==> config.mk <==
export PLATFORM = sky130hd
export DESIGN_NAME = chrl_cell
export DESIGN_NICKNAME = d
export VERILOG_FILES = /design/src/rtl/chrl_pkg.sv /design/src/rtl/chrl_cell.sv
export SDC_FILE = /design/constraint.sdc
export NUM_CORES = 1
export LEC_CHECK = 0
export BUFFER_PORTS_ARGS = -buffer_cell sky130_fd_sc_hd__buf_2
export CAP_MARGIN = 15
export CORE_ASPECT_RATIO = 0.5
export CORE_MARGIN = 3
export CORE_UTILIZATION = 45
export DETAILED_ROUTE_END_ITERATION = 7
export PLACE_DENSITY = 0.92
export SETUP_SLACK_MARGIN = 0.3
export SLEW_MARGIN = 20
export SYNTH_ARGS = -nofsm -noshare
export SYNTH_HDL_FRONTEND = slang
export SYNTH_SLANG_ARGS = --single-unit
==> constraint.sdc <==
create_clock -name aclk -period 6.7 [get_ports aclk]
set_input_delay 1.34 -clock aclk [delete_from_list [all_inputs] [get_ports aclk]]
set_output_delay 1.34 -clock aclk [all_outputs]
set_load 0.03 [all_outputs]
==> src/rtl/chrl_pkg.sv <==
// ----------------------------------------------------------------------------
// chrl_pkg - shared types and constants for the hash ring lookup
// Ring depth, field widths, command and status codes, cell interface structs.
// ----------------------------------------------------------------------------
package chrl_pkg;

    localparam int RING_DEPTH = 256;
    localparam int POS_W      = 32;
    localparam int OWNER_W    = 8;
    localparam int CMD_W      = 2;
    localparam int STATUS_W   = 2;

    // OR-reduce grouping: first stage per group, second stage across groups
    localparam int GROUP_SIZE = 64;
    localparam int NUM_GROUPS = (RING_DEPTH + GROUP_SIZE - 1) / GROUP_SIZE;

    localparam logic [CMD_W-1:0] CMD_INSERT = 2'd0;
    localparam logic [CMD_W-1:0] CMD_REMOVE = 2'd1;
    localparam logic [CMD_W-1:0] CMD_LOOKUP = 2'd2;

    localparam logic [STATUS_W-1:0] STATUS_OK    = 2'd0;
    localparam logic [STATUS_W-1:0] STATUS_EMPTY = 2'd1;
    localparam logic [STATUS_W-1:0] STATUS_FULL  = 2'd2;

    typedef struct packed {
        logic               valid;
        logic [POS_W-1:0]   pos;
        logic [OWNER_W-1:0] owner;
    } point_t;

    // per-cell compare results, held from the compare cycle to the apply cycle
    typedef struct packed {
        logic gt;     // empty, or position above key
        logic gev;    // occupied and position at or above key
        logic match;  // occupied and position equal to key
    } cell_flags_t;

    typedef struct packed {
        logic               cmp_en;
        logic               apply_en;
        logic [CMD_W-1:0]   cmd;
        logic [POS_W-1:0]   key;
        logic [OWNER_W-1:0] who;
        logic               any_match;
        logic               full;
    } cell_ctrl_t;

    typedef struct packed {
        logic               any_first;
        logic               any_match;
        logic [OWNER_W-1:0] owner;
    } reduce_t;

endpackage

==> src/rtl/chrl_cell.sv <==
// ----------------------------------------------------------------------------
// chrl_cell - one slot of the sorted ring
// Holds one point, compares it against the broadcast key and shifts with
// its neighbors on insert and remove.
// ----------------------------------------------------------------------------
module chrl_cell
    import chrl_pkg::*;
(
    input  logic               aclk,
    input  logic               aresetn,
    input  cell_ctrl_t         ctrl,
    input  point_t             prev_point,
    input  cell_flags_t        prev_flags,
    input  point_t             next_point,
    output point_t             point,
    output cell_flags_t        flags,
    output logic               first,
    output logic [OWNER_W-1:0] sel_owner
);

    point_t      point_reg;
    point_t      point_next;
    cell_flags_t flags_reg;
    cell_flags_t flags_next;

    always_comb begin
        flags_next.match = point_reg.valid && (point_reg.pos == ctrl.key);
        flags_next.gev   = point_reg.valid && (point_reg.pos >= ctrl.key);
        flags_next.gt    = !point_reg.valid || (point_reg.pos > ctrl.key);
    end

    always_comb begin
        point_next = point_reg;
        if (ctrl.apply_en) begin
            case (ctrl.cmd)
                CMD_INSERT: begin
                    if (ctrl.any_match) begin
                        if (flags_reg.match) begin
                            point_next.owner = ctrl.who;
                        end
                    end else if (!ctrl.full && flags_reg.gt) begin
                        if (prev_flags.gt) begin
                            point_next = prev_point;   // make room: shift up
                        end else begin
                            point_next = '{valid: 1'b1, pos: ctrl.key, owner: ctrl.who};
                        end
                    end
                end
                CMD_REMOVE: begin
                    if (ctrl.any_match && (flags_reg.gt || flags_reg.match)) begin
                        point_next = next_point;       // close the gap: shift down
                    end
                end
                default: begin
                end
            endcase
        end
    end

    // only the valid bit is reset; position and owner are don't-care when empty
    always_ff @(posedge aclk) begin
        if (!aresetn) begin
            point_reg.valid <= 1'b0;
        end else begin
            point_reg.valid <= point_next.valid;
        end
        point_reg.pos   <= point_next.pos;
        point_reg.owner <= point_next.owner;
        if (ctrl.cmp_en) begin
            flags_reg <= flags_next;
        end
    end

    // first occupied slot at or above the key (ring is sorted ascending)
    assign first     = flags_reg.gev && !prev_flags.gev;
    assign sel_owner = first ? point_reg.owner : '0;
    assign point     = point_reg;
    assign flags     = flags_reg;

endmodule

# After elaboration in Yosys (flattened, before gate mapping)

Index checks and enable logic that the tools add are counted.

Output and inout bits: 53
Word-level logic and storage cells: 37
Flip-flop bits (word level): 44
Bits of input ports: 133

Mux-type cells: 8
Reduce and logical (&&, ||, !) cells: 14
Equality and inequality tests: 7
Magnitude comparators: 2

Operators with widths:

| kind                 | number |
|---|---|
| $mux W41             | 3 |
| $pmux W41 S2         | 1 |
| $mux W33             | 1 |
| $eq A32 B32 Y1       | 1 |
| $ge A32 B32 Y1       | 1 |
| $gt A32 B32 Y1       | 1 |
| $mux W8              | 3 |
| $reduce_and A5 Y1    | 2 |
| $ne A2 B2 Y1 const B | 3 |
| $ne A3 B3 Y1 const B | 2 |
| $logic_and A1 B1 Y1  | 5 |
| $logic_not A1 Y1     | 3 |
| $eq A2 B1 Y1 const B | 1 |
| $logic_not A2 Y1     | 1 |
| $logic_or A1 B1 Y1   | 2 |
| $reduce_bool A2 Y1   | 1 |

# Depth between registers and ports, before layout

Depth in word-level cells: 5
Mapped depth: 7

# Worst setup path after synthesis

OpenSTA, ideal clock, no wires.

Path kind: input port to output port
From: input prev_flags[1] (netlist bit)
To: output sel_owner[0]
Stages on the path: 3
Arrival: 2.202 ns
Path buffers: 1
Slack: 3.158 ns
Cell sequence: nor2b_1 clkbuf_1 and2_1

Word-level cells in the longest chain between the ends: 3

RTL lines:

| what                | line            | RTL |
|---|---|---|
| start, declared     | chrl_cell.sv:13 | `input cell_flags_t prev_flags,` |
| $logic_not A1 Y1    | chrl_cell.sv:75 | `assign first = flags_reg.gev && !prev_flags.gev;` |
| $logic_and A1 B1 Y1 | chrl_cell.sv:75 |  |
| net first           | chrl_cell.sv:17 | `output logic first,` |
| $mux W8             | chrl_cell.sv:76 | `assign sel_owner = first ? point_reg.owner : '0;` |
| end, declared       | chrl_cell.sv:18 | `output logic [OWNER_W-1:0] sel_owner` |

The timed path passes the listed nets, and every way through them passes these cells.

# Worst setup path after layout

From: input prev_flags[1] (netlist bit)
To: output sel_owner[4]

Word-level cells in the longest chain between the ends: 3

RTL lines:

| what                | line |
|---|---|
| $logic_not A1 Y1    | chrl_cell.sv:75 |
| $logic_and A1 B1 Y1 | chrl_cell.sv:75 |
| $mux W8             | chrl_cell.sv:76 |

Every way passes these cells.

==> flow_summary.ini <==
[status]
status = finished, final reports clean

[floorplanning]
dieArea_um2 = 8080
start_util_pct = 49.1
die_y_um = 65.1
core_um2 = 6410
die_x_um = 124
num_rows = 20
ios = 186

[min_path]
min_path_type = reg2reg

[final_layout]
n_fill_cell = 559
num_antenna_cells = 0
largest_reg_flops = 41
multi_input_area_um2 = 1660
drive_above_1_share_pct = 41.0
fin_util_pct = 67.5
syn_to_final_growth_pct = 37.6
fin_nets = 664
regArea_um2 = 1310
design_area_um2 = 4320

[grt]
grtUsageMet1_pct = 23.6
grt_max_degree = 45
grt_pass1_vias = 3077
antenna_found_initial = 0
met3_usage_pct = 3.87
track_usage_pct = 21.5
grt.busiest_layer = met2
met2_usage_pct = 42.4
grt_pass1_wl_um = 13800
overflow = 0

[worst_setup_path]
worstPathRequired_ps = 5360
worstPathArrival_ps = 2230
worstSetupStartpointType = primary input
critPathKind = in2out
end_kind = output port
crit_fanout = 9

[logic_synthesis]
netlist_area_um2 = 3140
synth.net_count = 486
postSynthAreaPerCell_um2 = 9.79
yosysWarnings = 0
synth_cells = 321
ys_async_sr_fraction_pct = 0
yosysSeqAreaShare_pct = 41.7
ys_seq_elements = 44
synth_ff_type = edfxtp_1
synth_edf_count = 43
ys_types = 33

[detailed_routing]
antenna_left = 0
drtIter0Drc = 125
num_vias = 3001
drc = 0
wl_um = 8680
first_pass_iters = 4
routedWlPerCell_um = 14.8
vias_per_cell = 5.10

[cts]
cts_resized = 0
cts_made_buffers = 5
clockRootBuffer = clkbuf_16
clock_path_buffers = 2
cts_setup_buffers = 0
holdBufCountCts = 0
clock_latency_ps = 280
cts_tree = done
cts.clk_slew.worst_paths_ps = 60
cts_max_level = 2
cts.sinks = 44

[sta]
setup_viol = 0
finalCritPeriodShare_pct = 53.2
tightest_slew_ps = 991
period_needed_ps = 3570
max-slew-margin-rel_pct = 33.9
hold_violations = 0
rsz0062_at_grt = no
setup_tns_ps = 0
timing.fmax_ghz = 0.280
finalClockSkew_ps = 3.36
maxSlewViolCount = 0

[placement]
io_buffers = 184
dpl.hpwl_um = 7120
placed_area_um2 = 4130
gp_congestion = 0.859

[job]
maxCapViolCount = 0

[pwr]
leakage_nw = 2.18
ir_drop_v = 0.000130
powerDensity_nw_per_um2 = 174
## cells by family after synthesis
group           Yosys count  synth area share (%)
buf+inv                  49                  6.09
fa+ha+maj                32                  12.7
mux                      40                  12.7
flops                    44                  41.7
simple gates             85                  13.9
compound gates           71                  12.8
## final timing paths
kind / to / start / slack (ps) / cells after the start
hold reg to reg: flags[2] / point[40] / 630 / 1
hold / removal: flags[2] / point[40] / 630 / 1
setup / recovery: sel_owner[4] / prev_flags[1] / 3130 / 4
setup reg to reg: flags[2] / point[22] / 4640 / 6
## power by group
| part | switching [mW] | internal (mW) |
|---|---|---|
| logic | 0.0879 | 0.0708 |
| clock network | 0.100 | 0.175 |
| registers | 0.00422 | 0.315 |
## critical path: stages
cell,delay (ps)
buf_2,100
nor2b_1,380
and2_1,210
buf_2,200
## metrics by stage
| stage | std cells | total power [mW] | setup WS, ps | hold slack [ps] |
|---|---|---|---|---|
| final | 588 | 0.754 | 3130 | 628 |
| after global routing | 588 | 0.792 | 3070 | 665 |
| after CTS | 587 | 0.756 | 3150 | 636 |
| after detailed placement | 579 | 0.483 | 3080 | 594 |
| after global placement | 579 | 0.476 | 3130 | 555 |
| after floorplan | 321 | 0.416 | 3160 | 677 |
## layer usage
layer	wire length [um]	share of wire (%)
met5	0	0
met4	144	1.7
met3	367	4.2
met2	4820	56
met1	3340	39
## placed cells by master (no fill, tap or decap), types with 3 or more instances in the layout
master | synthesis | routed
o211ai_1 | 3 | 3
nand3_1 | 5 | 5
mux2i_1 | 40 | 40
clkbuf_16 | 0 | 5
nor2b_1 | 6 | 5
nor2_1 | 4 | 4
edfxtp_1 | 43 | 43
nand2_1 | 51 | 51
o21ai_1 | 11 | 11
buf_2 | 6 | 184
ha_1 | 32 | 32
o21ai_0 | 33 | 33
and2_1 | 8 | 8
inv_1 | 34 | 34
a21oi_1 | 14 | 14
## cell type report
type                    instances  area share [%]
multi-input cells             228            38.3
flip-flops and latches         44            30.3
repair buffers                186            22.1
clock buffers                   6            2.98
inverters                      34            2.95
well taps                      88            2.55
clock inverters                 2           0.810
## cell usage after synthesis, types with 2 or more instances
master,instances,area [um^2]
ha_1,32,400
a31oi_1,2,12.5
a21oi_1,14,70.1
edfxtp_1,43,1290
nand4_2,2,25.0
and2_1,8,50.1
o21ai_1,11,55.1
buf_2,6,30.0
nand2_1,51,191
nand4_1,2,12.5
o211ai_1,3,22.5
nand3_1,5,25.0
clkbuf_1,7,26.3
a221o_2,2,22.5
inv_1,34,128
nor2_1,4,15.0
buf_1,2,7.51
o21ai_0,33,165
and3_2,2,15.0
mux2i_1,40,400
nor2b_1,6,37.5
No activity file was read; power rests on OpenSTA's default activity.
